<file path="config.mk">
export PLATFORM = sky130hd
export DESIGN_NAME = led_matrix_serial_frame_writer_flat
export DESIGN_NICKNAME = d
export VERILOG_FILES = /design/src/rtl/lmsfw_pkg.sv /design/src/rtl/lmsfw_if.sv /design/src/rtl/led_matrix_serial_frame_writer.sv /design/src/rtl/lmsfw_sequencer.sv /design/src/rtl/lmsfw_datapath.sv /design/src/flat_wrapper.sv
export SDC_FILE = /design/constraint.sdc
export NUM_CORES = 1
export LEC_CHECK = 0
export ABC_AREA = 1
export BUFFER_PORTS_ARGS = -buffer_cell sky130_fd_sc_hd__buf_2
export CORE_MARGIN = 3
export CORE_UTILIZATION = 40
export DETAILED_ROUTE_END_ITERATION = 10
export GPL_TIMING_DRIVEN = 0
export HOLD_SLACK_MARGIN = 0.15
export PLACE_DENSITY = 0.61
export SYNTH_ARGS = -nofsm -noshare
export SYNTH_HDL_FRONTEND = slang
export SYNTH_SLANG_ARGS = --single-unit
</file>
<file path="constraint.sdc">
create_clock -name clk_i -period 2 [get_ports clk_i]
set_input_delay 0.4 -clock clk_i [delete_from_list [all_inputs] [get_ports clk_i]]
set_output_delay 0.4 -clock clk_i [all_outputs]
set_load 0.005 [all_outputs]
</file>
<file path="src/rtl/lmsfw_pkg.sv">
// Shared types, constants and the microcode table of the LED matrix serial frame writer.
package lmsfw_pkg;

  // Field widths
  localparam int ModeW  = 3;
  localparam int ValueW = 8;
  localparam int UpcW   = 3;
  localparam int CntW   = 4;
  localparam int ShiftW = 9;

  // Operation codes on the mode field
  localparam logic [ModeW-1:0] ModeStart  = 3'd0;
  localparam logic [ModeW-1:0] ModeCmd    = 3'd1;
  localparam logic [ModeW-1:0] ModeAddr   = 3'd2;
  localparam logic [ModeW-1:0] ModeData   = 3'd3;
  localparam logic [ModeW-1:0] ModeDesel  = 3'd4;

  // Microprogram entry points
  localparam logic [UpcW-1:0] UpcIdle    = 3'd0;
  localparam logic [UpcW-1:0] UpcStart   = 3'd1;
  localparam logic [UpcW-1:0] UpcSelect  = 3'd2;
  localparam logic [UpcW-1:0] UpcBitLow  = 3'd3;
  localparam logic [UpcW-1:0] UpcBitHigh = 3'd4;
  localparam logic [UpcW-1:0] UpcDesel   = 3'd5;

  // Largest bit loop count (command: eight bits plus the trailing zero, counted after the first bit)
  localparam logic [CntW-1:0] CntMax = 4'd8;

  typedef enum logic [1:0] {
    SEL_KEEP = 2'd0,
    SEL_SET  = 2'd1,
    SEL_CLR  = 2'd2
  } sel_op_e;

  typedef enum logic [1:0] {
    SEQ_WAIT = 2'd0,
    SEQ_NEXT = 2'd1,
    SEQ_LOOP = 2'd2,
    SEQ_DONE = 2'd3
  } seq_e;

  // One control word of the microprogram
  typedef struct packed {
    logic            emit;
    logic            clk;
    logic            from_shift;
    logic            shift;
    sel_op_e         sel_op;
    seq_e            seq;
    logic [UpcW-1:0] target;
  } uc_word_t;

  // Per-cycle controls from the sequencer to the datapath
  typedef struct packed {
    logic    load;
    logic    fire;
    logic    clk;
    logic    from_shift;
    logic    shift;
    sel_op_e sel_op;
    logic    last;
  } uc_ctrl_t;

  // Microcode table
  function automatic uc_word_t uc_rom(input logic [UpcW-1:0] addr);
    uc_word_t w;
    w = '{emit: 1'b0, clk: 1'b1, from_shift: 1'b0, shift: 1'b0,
          sel_op: SEL_KEEP, seq: SEQ_WAIT, target: UpcIdle};
    case (addr)
      UpcStart: begin
        w.emit = 1'b1; w.sel_op = SEL_SET; w.seq = SEQ_NEXT;
      end
      UpcSelect: begin
        w.emit = 1'b1; w.sel_op = SEL_CLR; w.seq = SEQ_NEXT;
      end
      UpcBitLow: begin
        w.emit = 1'b1; w.clk = 1'b0; w.from_shift = 1'b1; w.seq = SEQ_NEXT;
      end
      UpcBitHigh: begin
        w.emit = 1'b1; w.shift = 1'b1; w.seq = SEQ_LOOP; w.target = UpcBitLow;
      end
      UpcDesel: begin
        w.emit = 1'b1; w.sel_op = SEL_SET; w.seq = SEQ_DONE;
      end
      default: begin
        w.seq = SEQ_WAIT;
      end
    endcase
    return w;
  endfunction

  // Microprogram entry for an operation
  function automatic logic [UpcW-1:0] mode_entry(input logic [ModeW-1:0] mode);
    logic [UpcW-1:0] e;
    case (mode)
      ModeStart: e = UpcStart;
      ModeCmd:   e = UpcBitLow;
      ModeAddr:  e = UpcBitLow;
      ModeData:  e = UpcBitLow;
      ModeDesel: e = UpcDesel;
      default:   e = UpcIdle;
    endcase
    return e;
  endfunction

  // Bits still to send after the first one
  function automatic logic [CntW-1:0] mode_count(input logic [ModeW-1:0] mode);
    logic [CntW-1:0] c;
    case (mode)
      ModeStart: c = 4'd2;
      ModeCmd:   c = CntMax;
      ModeAddr:  c = 4'd6;
      ModeData:  c = 4'd3;
      default:   c = 4'd0;
    endcase
    return c;
  endfunction

  // Serial bits aligned so the first bit sits at the top of the shifter
  function automatic logic [ShiftW-1:0] mode_bits(input logic [ModeW-1:0] mode,
                                                  input logic [ValueW-1:0] value);
    logic [ShiftW-1:0] b;
    case (mode)
      ModeStart: b = {value[2:0], 6'd0};
      ModeCmd:   b = {value, 1'b0};
      ModeAddr:  b = {value[6:0], 2'd0};
      ModeData:  b = {value[0], value[1], value[2], value[3], 5'd0};
      default:   b = '0;
    endcase
    return b;
  endfunction

endpackage

</file>
<file path="src/rtl/lmsfw_if.sv">
// Valid/ready channel interfaces for operations in and pin snapshots out.
interface lmsfw_in_if;
  import lmsfw_pkg::*;
  logic              valid;
  logic              ready;
  logic [ModeW-1:0]  mode;
  logic [ValueW-1:0] value;

  modport source (output valid, output mode, output value, input ready);
  modport sink   (input valid, input mode, input value, output ready);
endinterface

interface lmsfw_out_if;
  logic valid;
  logic ready;
  logic chip_select_n;
  logic write_clock;
  logic data_line;
  logic last;

  modport source (output valid, output chip_select_n, output write_clock,
                  output data_line, output last, input ready);
  modport sink   (input valid, input chip_select_n, input write_clock,
                  input data_line, input last, output ready);
endinterface

</file>
<file path="src/rtl/led_matrix_serial_frame_writer.sv">
// Top level of the LED matrix three-wire serial frame writer.
// After an operation is accepted the sequencer moves to its entry step, which registers the
// first pin snapshot when the output slot is free. Throughput: one snapshot per cycle while
// the output is ready (start 8 snapshots, command 18, address 14, data 8, deselect 1).
// The rate is set by the microprogram, which emits one snapshot per step but for its idle step.
// Reset leaves chip select high, data level low and the sequencer idle, ready for input.
module led_matrix_serial_frame_writer (
  input  logic        clk_i,
  input  logic        rst_ni,
  lmsfw_in_if.sink    in_i,
  lmsfw_out_if.source out_o
);
  import lmsfw_pkg::*;

  uc_ctrl_t ctrl;
  logic     out_free;

  lmsfw_sequencer u_seq (
    .clk_i      (clk_i),
    .rst_ni     (rst_ni),
    .in_valid_i (in_i.valid),
    .mode_i     (in_i.mode),
    .out_free_i (out_free),
    .in_ready_o (in_i.ready),
    .ctrl_o     (ctrl)
  );

  lmsfw_datapath u_dp (
    .clk_i           (clk_i),
    .rst_ni          (rst_ni),
    .ctrl_i          (ctrl),
    .mode_i          (in_i.mode),
    .value_i         (in_i.value),
    .out_ready_i     (out_o.ready),
    .out_free_o      (out_free),
    .out_valid_o     (out_o.valid),
    .chip_select_n_o (out_o.chip_select_n),
    .write_clock_o   (out_o.write_clock),
    .data_line_o     (out_o.data_line),
    .last_o          (out_o.last)
  );

endmodule

</file>
<file path="src/rtl/lmsfw_sequencer.sv">
// Microprogram counter, bit loop counter and control word decode.
module lmsfw_sequencer (
  input  logic                      clk_i,
  input  logic                      rst_ni,
  input  logic                      in_valid_i,
  input  logic [lmsfw_pkg::ModeW-1:0] mode_i,
  input  logic                      out_free_i,
  output logic                      in_ready_o,
  output lmsfw_pkg::uc_ctrl_t       ctrl_o
);
  import lmsfw_pkg::*;

  logic [UpcW-1:0] upc_q, upc_d;
  logic [CntW-1:0] cnt_q, cnt_d;
  uc_word_t        word;
  logic            adv;
  logic            accept;
  logic            cnt_zero;

  // Control word fetch
  assign word     = uc_rom(upc_q);
  assign adv      = !word.emit || out_free_i;
  assign cnt_zero = (cnt_q == '0);
  assign accept   = in_valid_i && (word.seq == SEQ_WAIT);

  assign in_ready_o = (word.seq == SEQ_WAIT);

  // Next step
  always_comb begin
    upc_d = upc_q;
    cnt_d = cnt_q;
    case (word.seq)
      SEQ_WAIT: begin
        if (in_valid_i) begin
          upc_d = mode_entry(mode_i);
          cnt_d = mode_count(mode_i);
        end
      end
      SEQ_NEXT: begin
        if (adv) upc_d = upc_q + 1'b1;
      end
      SEQ_LOOP: begin
        if (adv) begin
          if (cnt_zero) begin
            upc_d = UpcIdle;
          end else begin
            upc_d = word.target;
            cnt_d = cnt_q - 1'b1;
          end
        end
      end
      SEQ_DONE: begin
        if (adv) upc_d = UpcIdle;
      end
      default: begin
        upc_d = UpcIdle;
      end
    endcase
  end

  always_ff @(posedge clk_i or negedge rst_ni) begin
    if (!rst_ni) begin
      upc_q <= UpcIdle;
      cnt_q <= '0;
    end else begin
      upc_q <= upc_d;
      cnt_q <= cnt_d;
    end
  end

  // Controls to the datapath
  always_comb begin
    ctrl_o.load       = accept;
    ctrl_o.fire       = word.emit && adv;
    ctrl_o.clk        = word.clk;
    ctrl_o.from_shift = word.from_shift;
    ctrl_o.shift      = word.shift;
    ctrl_o.sel_op     = word.sel_op;
    ctrl_o.last       = (word.seq == SEQ_DONE) || ((word.seq == SEQ_LOOP) && cnt_zero);
  end

  // Loop count never exceeds the longest frame
  a_cnt_range: assert property (@(posedge clk_i) disable iff (!rst_ni)
    cnt_q <= CntMax)
    else $error("bit loop counter out of range");

  // Step counter stays within the program
  a_upc_range: assert property (@(posedge clk_i) disable iff (!rst_ni)
    upc_q <= UpcDesel)
    else $error("step counter outside the microprogram");

  // A known operation always starts the program
  a_start: assert property (@(posedge clk_i) disable iff (!rst_ni)
    (accept && (mode_i <= ModeDesel)) |=> (upc_q != UpcIdle))
    else $error("accepted operation did not start");

  // A held snapshot freezes the program
  a_hold: assert property (@(posedge clk_i) disable iff (!rst_ni)
    (word.emit && !out_free_i) |=> $stable(upc_q) && $stable(cnt_q))
    else $error("sequencer advanced while output stalled");

endmodule

</file>
<file path="src/rtl/lmsfw_datapath.sv">
// Shifter, line level state and the snapshot output register.
module lmsfw_datapath (
  input  logic                         clk_i,
  input  logic                         rst_ni,
  input  lmsfw_pkg::uc_ctrl_t          ctrl_i,
  input  logic [lmsfw_pkg::ModeW-1:0]  mode_i,
  input  logic [lmsfw_pkg::ValueW-1:0] value_i,
  input  logic                         out_ready_i,
  output logic                         out_free_o,
  output logic                         out_valid_o,
  output logic                         chip_select_n_o,
  output logic                         write_clock_o,
  output logic                         data_line_o,
  output logic                         last_o
);
  import lmsfw_pkg::*;

  logic [ShiftW-1:0] shift_q;
  logic              select_q, select_d;
  logic              data_level_q, data_level_d;
  logic              valid_q;
  logic              cs_q, clk_q, data_q, last_q;

  // Line levels for the snapshot of this step
  always_comb begin
    case (ctrl_i.sel_op)
      SEL_SET: select_d = 1'b1;
      SEL_CLR: select_d = 1'b0;
      default: select_d = select_q;
    endcase
    data_level_d = ctrl_i.from_shift ? shift_q[ShiftW-1] : data_level_q;
  end

  // Line state
  always_ff @(posedge clk_i or negedge rst_ni) begin
    if (!rst_ni) begin
      select_q     <= 1'b1;
      data_level_q <= 1'b0;
    end else if (ctrl_i.fire) begin
      select_q     <= select_d;
      data_level_q <= data_level_d;
    end
  end

  // Serial bit shifter
  always_ff @(posedge clk_i) begin
    if (ctrl_i.load) begin
      shift_q <= mode_bits(mode_i, value_i);
    end else if (ctrl_i.fire && ctrl_i.shift) begin
      shift_q <= {shift_q[ShiftW-2:0], 1'b0};
    end
  end

  // Output register
  assign out_free_o = !valid_q || out_ready_i;

  always_ff @(posedge clk_i or negedge rst_ni) begin
    if (!rst_ni) begin
      valid_q <= 1'b0;
    end else if (ctrl_i.fire) begin
      valid_q <= 1'b1;
    end else if (out_ready_i) begin
      valid_q <= 1'b0;
    end
  end

  always_ff @(posedge clk_i) begin
    if (ctrl_i.fire) begin
      cs_q   <= select_d;
      clk_q  <= ctrl_i.clk;
      data_q <= data_level_d;
      last_q <= ctrl_i.last;
    end
  end

  assign out_valid_o     = valid_q;
  assign chip_select_n_o = cs_q;
  assign write_clock_o   = clk_q;
  assign data_line_o     = data_q;
  assign last_o          = last_q;

  // A snapshot is only loaded into a free output slot
  a_no_overwrite: assert property (@(posedge clk_i) disable iff (!rst_ni)
    ctrl_i.fire |-> out_free_o)
    else $error("snapshot overwrote a pending transaction");

  // The low clock phase always comes with a data update from the shifter
  a_low_phase: assert property (@(posedge clk_i) disable iff (!rst_ni)
    (ctrl_i.fire && !ctrl_i.clk) |-> ctrl_i.from_shift)
    else $error("clock low snapshot without a new data bit");

  // Data line only changes on a clock low snapshot
  a_data_hold: assert property (@(posedge clk_i) disable iff (!rst_ni)
    (ctrl_i.fire && ctrl_i.clk) |=> $stable(data_level_q))
    else $error("data level changed with clock high");

endmodule

</file>
<file path="src/flat_wrapper.sv">
// flat-port wrapper written by rule: the top's interface ports become plain ports
module led_matrix_serial_frame_writer_flat import lmsfw_pkg::*;
  (clk_i, rst_ni, in_i_valid, in_i_mode, in_i_value, in_i_ready, out_o_valid, out_o_chip_select_n, out_o_write_clock, out_o_data_line, out_o_last, out_o_ready);
  lmsfw_in_if in_i_i ();
  lmsfw_out_if out_o_i ();
  input  logic clk_i;
  input  logic rst_ni;
  input wire logic [$bits(in_i_i.valid)-1:0] in_i_valid;
  input wire logic [$bits(in_i_i.mode)-1:0] in_i_mode;
  input wire logic [$bits(in_i_i.value)-1:0] in_i_value;
  output wire logic [$bits(in_i_i.ready)-1:0] in_i_ready;
  output wire logic [$bits(out_o_i.valid)-1:0] out_o_valid;
  output wire logic [$bits(out_o_i.chip_select_n)-1:0] out_o_chip_select_n;
  output wire logic [$bits(out_o_i.write_clock)-1:0] out_o_write_clock;
  output wire logic [$bits(out_o_i.data_line)-1:0] out_o_data_line;
  output wire logic [$bits(out_o_i.last)-1:0] out_o_last;
  input wire logic [$bits(out_o_i.ready)-1:0] out_o_ready;
  assign in_i_i.valid = in_i_valid;
  assign in_i_i.mode = in_i_mode;
  assign in_i_i.value = in_i_value;
  assign in_i_ready = in_i_i.ready;
  assign out_o_valid = out_o_i.valid;
  assign out_o_chip_select_n = out_o_i.chip_select_n;
  assign out_o_write_clock = out_o_i.write_clock;
  assign out_o_data_line = out_o_i.data_line;
  assign out_o_last = out_o_i.last;
  assign out_o_i.ready = out_o_ready;
  led_matrix_serial_frame_writer u_core (.clk_i(clk_i), .rst_ni(rst_ni), .in_i(in_i_i), .out_o(out_o_i));
endmodule
</file>
# ---- Word-level counts from Yosys, hierarchy flattened
# Index checks and enable logic that the tools add are counted.
dict set report word_totals {
  ff_bits 23
  input_bits 15
  output_inout_bits 6
}
dict set report op_classes {
  add_sub_neg 2
  n_eq_ne 19
  n_mux 25
  reduce_logical 21
}
# cell n
set ops {}
lappend ops {{one-hot mux 9 bit (4 select lines)} 1}
lappend ops {{2-to-1 mux 9 bit} 2}
lappend ops {{one-hot mux 4 bit (4 select lines)} 1}
lappend ops {{2-to-1 mux 3 bit} 5}
lappend ops {{== test 3 x 2 -> 1 bit, second input constant} 4}
lappend ops {{2-to-1 mux 4 bit} 3}
lappend ops {{one-hot mux 3 bit (4 select lines)} 1}
lappend ops {{inequality test 2 bit, second input constant} 5}
lappend ops {{== test 3 bit, second input constant} 3}
lappend ops {{one-hot mux 3 bit (3 select lines)} 1}
lappend ops {{one-hot mux 4 bit (2 select lines)} 1}
lappend ops {{AND reduction 4 bit} 2}
lappend ops {{== test 2 bit, second input constant} 3}
lappend ops {{== test 3 x 1 -> 1 bit, second input constant} 2}
lappend ops {{one-hot mux 2 bit (3 select lines)} 1}
lappend ops {{nonzero test 2 bit} 3}
lappend ops {{OR reduction 3 bit} 2}
lappend ops {{2-to-1 mux 1 bit} 5}
lappend ops {{OR reduction 5 bit} 1}
lappend ops {{== test 2 x 1 -> 1 bit, second input constant} 2}
lappend ops {{logical AND 1 bit} 4}
lappend ops {{zero test 4 bit} 1}
lappend ops {{2-to-1 mux 2 bit} 2}
lappend ops {{one-hot mux 2 bit (2 select lines)} 1}
lappend ops {{8 further kinds} 11}

# ---- Depth between registers and ports, before layout
# Gate-level depths: netlist of run 1.
dict set report logic_depth {
  word_depth 9
  mapped_depth 9
  ltp_nobuf 9
}

# ---- Hierarchy
# From an unflattened synthesis of run 1, not the netlist that was laid out.
dict set report unflattened {
  hier_cells 213
  hier_area_um2 1617.8
}
# mod n_inst cells_each area_each_um2 seq_area_each_um2
set by_module_without_submodules {}
lappend by_module_without_submodules {lmsfw_datapath 1 95 822.0 436.7}
lappend by_module_without_submodules {lmsfw_sequencer 1 118 795.8 175.2}

# ---- Least setup slack after synthesis of run 1
# OpenSTA, ideal clock, no wires.
dict set report synth_path {
  path_kind {reg-to-reg}
  start {register u_core.u_seq.upc_q[0]}
  end {register u_core.u_dp.shift_q[1] (enable)}
  setup_ps 384
  arrival_time_ps 1484
  required_ps 1616
  slack_ps 132
  stages_incl_launch_ff 5
  n_path_buf 0
  synth_period_minus_slack_ps 1868
  path_cell_list {dfrtp_1 -> inv_2 -> ha_1 -> nand2_1 -> o21ai_0}
}
dict set report synth_via {
  elab_chain_cells 8
}
# item line
set synth_rtl {}
lappend synth_rtl {{start: declaration} lmsfw_sequencer.sv:13} ;# logic [UpcW-1:0] upc_q, upc_d;
lappend synth_rtl {{start signal: assignment} lmsfw_sequencer.sv:63} ;# upc_q <= UpcIdle;
lappend synth_rtl {{start signal: assignment} lmsfw_sequencer.sv:66} ;# upc_q <= upc_d;
lappend synth_rtl {{== test 3 bit (tied with other cells)} lmsfw_pkg.sv:69} ;# case (addr)
lappend synth_rtl {{OR reduction 5 bit (no line)} -}
lappend synth_rtl {{2-to-1 mux 1 bit} lmsfw_pkg.sv:69}
lappend synth_rtl {{zero test 1 bit} lmsfw_sequencer.sv:22} ;# assign adv = !word.emit || out_free_i;
lappend synth_rtl {{logical OR 1 bit} lmsfw_sequencer.sv:22}
lappend synth_rtl {{logical AND 1 bit} lmsfw_sequencer.sv:74} ;# ctrl_o.fire = word.emit && adv;
lappend synth_rtl {{logical AND 1 bit} lmsfw_datapath.sv:49} ;# end else if (ctrl_i.fire && ctrl_i.shift) begin
lappend synth_rtl {{nonzero test 2 bit (no line) (*)} -}
lappend synth_rtl {{end signal: assignment} lmsfw_datapath.sv:48} ;# shift_q <= mode_bits(mode_i, value_i);
lappend synth_rtl {{end signal: assignment} lmsfw_datapath.sv:50} ;# shift_q <= {shift_q[ShiftW-2:0], 1'b0};
lappend synth_rtl {{end: declaration} lmsfw_datapath.sv:18} ;# logic [ShiftW-1:0] shift_q;
# Mark *: on every way between the ends. The rest lies on a longest branch, timed or not.
# A chain may end at the register's enable or synchronous reset.

# ---- Worst setup path after layout of run 1
dict set report layout_path {
  start {register u_core.u_seq.upc_q[0]}
  end {output port in_i_ready}
}
dict set report layout_via {
  elab_chain_cells 4
}
# item line
set layout_rtl {}
lappend layout_rtl {{== test 3 x 2 -> 1 bit / == test 3 x 1 -> 1 bit (equally long branches)} lmsfw_pkg.sv:69}
lappend layout_rtl {{OR reduction 3 bit (no line)} -}
lappend layout_rtl {{one-hot mux 2 bit (3 select lines) (*)} lmsfw_pkg.sv:69}
lappend layout_rtl {{zero test 2 bit (*)} lmsfw_sequencer.sv:26} ;# assign in_ready_o = (word.seq == SEQ_WAIT);
lappend layout_rtl {{end: declaration} flat_wrapper.sv:11} ;# output wire logic [$bits(in_i_i.ready)-1:0] in_i_ready;
# Marked as above.

==> flow_summary.yaml, run 1 <==
status:
  status: "finished, final reports clean"
place:
  dp_slack_ns: -0.225
  port_buffers: 20
  gp_congestion: 0.851
  dp_hpwl_um: 2240
clock_network:
  path_clk_slew_ns: 0.08
  root_buffer: "clkbuf_8"
  cts.sinks: 22
  postCtsSetupBuffers: 0
  htreeDepth: 1
  cts_max_path_buffers: 2
  cts_tree: "done"
  cts_buffers: 3
  clock_latency_ns: 0.26
yosys:
  yosysWarnings: 0
  ys_top_cells_by_count: "nand2_1 (72), inv_1 (23), edfxtp_1 (12), nand3_1 (12), o21ai_0 (10)"
  synth_top_cell_by_area: "edfxtp_1"
  ys_async_sr_fraction: 0.455
  synth_edf_count: 12
  synth_top_area_frac: 0.245
  synth_nets: 212
  avgSynthCellArea_um2: 7.79
  syn_area_um2: 1470
  yosysUniqueCellTypes: 26
  yosys_most_used_dff: "edfxtp_1"
  ys_ff_latch: 22
  netlist_instances: 189
  synthTopCellsByArea: "edfxtp_1 (24%), nand2_1 (18%), dfrtp_1 (15%)"
  ys_seq_area_frac: 0.416
  synth.most_common_cell: "nand2_1"
timing:
  fin_ws_ns: 0.189
  setup_violations: 0
  drv_slew: 0
  min_period_over_period: 0.906
  max_slew_margin: 0.719
  finalClockSkew_ns: 0.00260
  worst_pin_slew_ns: 0.421
  max_freq_mhz: 552
  setup_tns_ns: 0
  fin_crit_ns: 1.81
  finalHoldViolCount: 0
  rsz0062_at_grt: "no"
  hold-worst-slack_ns: 0.456
layout:
  fill_cells: 349
  drive_gt1_frac: 0.215
  syn_to_final_growth_pct: 16.5
  nets: 238
  n_antenna_cell: 0
route:
  viasPerCell: 4.74
  drc: 0
  antenna_left: 0
  drt_first_pass_iters: 4
  drt-wirelength-per-cell_um: 10.7
  via_count: 1233
  wirelength_um: 2790
  drt_iter0_drc: 53
setup_path:
  critPathArrivalTime_ns: 1.41
  crit_type: "flip-flop to primary output"
  cp-startpoint: "u_core.u_seq.upc_q[0]"
  end_kind: "primary output"
  worstReg2RegStart: "u_core.u_seq.upc_q[0]"
  reg2reg_slack_ns: 0.21
  cp.required_ns: 1.60
  startpoint_type: "flip-flop"
  cp_max_fo: 6
  crit_path_end: "in_i_ready"
  r2r_end: "u_core.u_seq.upc_q[1]"
  rr_worst_depth: 9
power_and_ir_drop:
  p_comb_frac: 0.476
  switching_share: 0.418
  peakVddDrop_mv: 0.653
  share_seq_of_total_power: 0.353
  p_per_area_nw_per_um2: 1430
  p_int_uw: 1430
  p_clk_frac: 0.171
  power.switching_uw: 1030
  leakagePower_uw: 0.000855
global_routing:
  grt_pass1_vias: 1180
  antenna_found_initial: 0
  grt_pass1_wl_um: 4970
  grt_overflow: 0
  track_usage: 0.145
  grt_max_degree: 14
worst_hold_path:
  hold_path.class: "input pin to flip-flop"
die:
  rows: 21
  coreArea_um2: 3440
  die_h_um: 66.7
  fp.dieArea_um2: 4440
  initial_core_util: 0.427
  io-pin-count: 21
  die_width_um: 66.7
run:
  cap_violations: 0
-- power by group through the flow --
stage	clock network, uW	logic [uW]	registers (uW)
floorplan	0	896	865
global placement	0	1160	879
detailed placement	0	1170	880
CTS	429	1180	871
global route	447	1370	888
finish	420	1170	867
-- metal layers --
layer | vias up | wire length, um | global-route usage
met2 | 17 | 1300 | 0.236
met4 | 0 | 18 | 0.0305
met1 | 554 | 1370 | 0.196
li1 | 658 | - | -
met5 | - | 0 | 0
met3 | 4 | 101 | 0.0304
-- area by class of cell --
cell class,count,area [um2],share of cell area
clock inverter,1,30.0,0.0175
multi-input combinational,138,754,0.440
timing repair buffer,21,110,0.0642
clock buffer,3,41.3,0.0241
sequential,22,612,0.357
tap,46,57.6,0.0336
buffer,1,3.75,0.00219
inverter,28,105,0.0613
-- per-stage QoR --
step | area (um2) | cells | total power (uW) | utilization
6_report | 1710 | 260 | 2460 | 0.498
5_1_grt | 1710 | 260 | 2700 | 0.498
4_1_cts | 1710 | 260 | 2480 | 0.497
3_5_place_dp | 1630 | 255 | 2050 | 0.473
3_3_place_gp | 1630 | 255 | 2040 | 0.473
2_1_floorplan | 1470 | 189 | 1760 | -
-- placed cells by master, fill, tap and decap left out, types with 4 or more instances in the layout --
master,synthesis,layout
buf_2,0,20
nand2_2,4,4
o21ai_0,10,9
ha_1,8,8
edfxtp_1,12,12
nand2_1,72,72
nand3_1,12,12
dfrtp_1,9,9
nand4_1,4,4
inv_1,23,23
inv_2,5,5
nor2_1,7,7
a21oi_1,4,4
-- worst max-delay path, stage by stage (launching register included) --
cell and delay, ns:
dfrtp_1 0.52, o21ai_2 0.27, nand2_4 0.11, inv_1 0.12
buf_2 0.13
-- worst min-delay path by stage --
stage / from / to / slack (ns) / cells after the start
2_1_floorplan: rst_ni / u_core.u_dp.data_level_q / 0.10 / 0
3_3_place_gp: rst_ni / u_core.u_dp.out_valid_o / 0.29 / 1
3_5_place_dp: rst_ni / u_core.u_dp.out_valid_o / 0.29 / 1
4_1_cts: out_o_ready / u_core.u_dp.out_valid_o / 0.44 / 4
5_1_grt: out_o_ready / u_core.u_dp.out_valid_o / 0.49 / 4
6_report: out_o_ready / u_core.u_dp.out_valid_o / 0.46 / 4
-- state kept, by name, summed over array words and instances, names as in the netlist --
register and count:
u_core.u_dp.select_q 1, u_core.u_dp.data_level_q 1, u_core.u_seq.upc_q 3, u_core.u_dp.chip_select_n_o 1, u_core.u_dp.out_valid_o 1, u_core.u_seq.cnt_q 4
u_core.u_dp.shift_q 8, u_core.u_dp.write_clock_o 1, u_core.u_dp.last_o 1, u_core.u_dp.data_line_o 1
-- cells by family (layout without fill, tap and decap cells) --
logic type               count (synthesis)  after routing  share of synthesized area
AO/OA/AOI/OAI                           20             20                     0.0740
adder cells (fa/ha/maj)                  8              8                     0.0680
flip-flops                              22             22                      0.416
buffers and inverters                   29             54                     0.0740
XOR/XNOR                                 1              1                    0.00595
AND/OR/NAND/NOR                        109            109                      0.362
-- what timing repair did --
| action | CTS | global route |
|---|---|---|
| hold buffers | 1 | 0 |
| endpoints found under the setup margin | 8 | 8 |
| pin swaps | 0 | 0 |
| resized for setup | 1 | 1 |
| endpoints found under the hold margin | 9 | 0 |
Note: power is estimated with default switching activity, not from simulation.
==> inputs of run 2 (changes only) <==
--- a/config.mk
+++ b/config.mk
@@ -7,12 +7,14 @@
 export LEC_CHECK = 0
 export ABC_AREA = 1
 export BUFFER_PORTS_ARGS = -buffer_cell sky130_fd_sc_hd__buf_2
+export CELL_PAD_IN_SITES_DETAIL_PLACEMENT = 1
+export CELL_PAD_IN_SITES_GLOBAL_PLACEMENT = 2
 export CORE_MARGIN = 3
-export CORE_UTILIZATION = 40
+export CORE_UTILIZATION = 33
 export DETAILED_ROUTE_END_ITERATION = 10
 export GPL_TIMING_DRIVEN = 0
 export HOLD_SLACK_MARGIN = 0.15
-export PLACE_DENSITY = 0.61
+export PLACE_DENSITY = 0.81
 export SYNTH_ARGS = -nofsm -noshare
 export SYNTH_HDL_FRONTEND = slang
 export SYNTH_SLANG_ARGS = --single-unit
==> flow_summary.yaml, run 2 (synthesis results as in run 1) <==
status:
  status: "finished, final reports clean"
power_and_ir_drop:
  leakagePower_uw: 0.000855
  p_int_uw: 1430
  p_clk_frac: 0.167
  share_seq_of_total_power: 0.347
  peakVddDrop_mv: 0.515
  switching_share: 0.431
  power.switching_uw: 1080
  p_comb_frac: 0.486
  p_per_area_nw_per_um2: 1460
clock_network:
  clock_latency_ns: 0.26
  cts_tree: "done"
  cts.sinks: 22
  path_clk_slew_ns: 0.08
  postCtsSetupBuffers: 0
  cts_max_path_buffers: 2
  htreeDepth: 1
  root_buffer: "clkbuf_8"
  cts_buffers: 3
global_routing:
  antenna_found_initial: 0
  grt_pass1_wl_um: 6310
  grt_max_degree: 14
  track_usage: 0.153
  grt_pass1_vias: 1380
  grt_overflow: 0
timing:
  rsz0062_at_grt: "no"
  max_slew_margin: 0.700
  setup_violations: 0
  drv_slew: 0
  setup_tns_ns: 0
  max_freq_mhz: 546
  fin_crit_ns: 1.83
  finalHoldViolCount: 0
  finalClockSkew_ns: 0.00809
  worst_pin_slew_ns: 0.449
  min_period_over_period: 0.915
place:
  gp_congestion: 0.875
  port_buffers: 20
  dp_hpwl_um: 2930
layout:
  regMostFlops: "u_core.u_dp.shift_q"
  nets: 238
  reg_top3: "u_core.u_dp.shift_q: 8 flops, u_core.u_seq.cnt_q: 4 flops, u_core.u_seq.upc_q: 3 flops"
  fill_cells: 514
  largest_reg_flops: 8
  n_antenna_cell: 0
  regArea_um2: 612
  final_common_cell: "nand2_1"
  drive_gt1_frac: 0.215
  multi_input_area_um2: 754
  postLayoutCoreUtil: 0.415
  syn_to_final_growth_pct: 16.8
  layout_common_cells: "nand2_1 (72), inv_1 (23), buf_2 (20)"
route:
  wirelength_um: 3670
  drt_iter0_drc: 28
  drt_first_pass_iters: 4
  drc: 0
  antenna_left: 0
  via_count: 1293
  drt-wirelength-per-cell_um: 13.9
  viasPerCell: 4.90
die:
  fp.dieArea_um2: 5300
  initial_core_util: 0.355
  die_h_um: 72.8
  coreArea_um2: 4140
  io-pin-count: 21
  rows: 23
  die_width_um: 72.8
setup_path:
  cp_max_fo: 6
  end_kind: "flip-flop"
  rr_worst_depth: 9
  critPathArrivalTime_ns: 2.03
  startpoint_type: "flip-flop"
  worstReg2RegStart: "u_core.u_seq.upc_q[0]"
  r2r_end: "u_core.u_seq.upc_q[1]"
  reg2reg_slack_ns: 0.17
  cp.required_ns: 2.20
  crit_type: "flip-flop to flip-flop"
worst_hold_path:
  worst_hold_path.endpoint: "u_core.u_dp.out_valid_o"
  hp-start: "out_o_ready"
  hold_path.class: "input pin to flip-flop"
  whs_path_depth: 4
run:
  cap_violations: 0
==> run 2: cell counts in the layout (fill, tap and decap cells not counted) <==
No cell type changed its count.
==> run 2: how the worst max path moves through the flow <==
stage | cells past startpoint | end | start | slack [ns]
2_1_floorplan | 4 | u_core.u_dp.shift_q[1] | u_core.u_seq.upc_q[0] | 0.13
3_3_place_gp | 4 | u_core.u_dp.shift_q[8] | u_core.u_seq.upc_q[0] | -0.18
3_5_place_dp | 4 | u_core.u_dp.shift_q[6] | u_core.u_seq.upc_q[0] | -0.27
4_1_cts | 4 | u_core.u_dp.shift_q[1] | u_core.u_seq.upc_q[0] | 0.04
5_1_grt | 9 | u_core.u_seq.upc_q[1] | u_core.u_seq.upc_q[0] | 0.04
6_report | 9 | u_core.u_seq.upc_q[1] | u_core.u_seq.upc_q[0] | 0.17
==> run 2: through the flow <==
step	total power, uW	cell area, um2	std cells	hold WS [ns]	worst slack, ns
global route	2760	1720	264	0.483	0.0420
finish	2510	1720	264	0.467	0.170
CTS	2550	1720	264	0.448	0.0357
detailed placement	2110	1630	259	0.300	-0.267
floorplan	1760	1470	189	0.104	0.132
global placement	2040	1630	259	0.293	-0.178
==> run 2: timing repair <==
| action | in CTS | in global routing |
|---|---|---|
| hold buffers | 1 | 0 |
| resized for setup | 1 | 1 |
| pin swaps | 0 | 0 |
| endpoints found under the hold margin | 9 | 0 |
| setup endpoints to repair | 8 | 8 |
==> run 2: cell type report <==
cell class | instances | area share
buffer | 1 | 0.00218
clock buffer | 3 | 0.0240
clock inverter | 1 | 0.0175
inverter | 28 | 0.0611
multi-input combinational | 138 | 0.439
sequential | 22 | 0.356
tap | 50 | 0.0364
timing repair buffer | 21 | 0.0640
==> run 2: critical path: stages (launching register included) <==
cell	delay (ns)
dfrtp_1	0.52
ha_1	0.27
ha_1	0.24
nor2_1	0.13
nand3_2	0.12
nand3_2	0.11
nand2_2	0.09
nor2_2	0.16
nand2_1	0.08
nand2_1	0.06
==> run 2: metal layers <==
metal  up-vias  wire, um  track usage
li1        657         -            -
met1       611      1750        0.195
met2        19      1760        0.270
met3         6       115       0.0234
met4         0        48       0.0369
met5         -         0            0
==> run 2: power groups by stage <==
stage,clock [uW],sequential [uW],combinational (uW)
after CTS,433,878,1240
final,420,872,1220
after detailed placement,0,887,1220
after global placement,0,879,1160
after global routing,457,902,1400
after floorplan,0,865,896
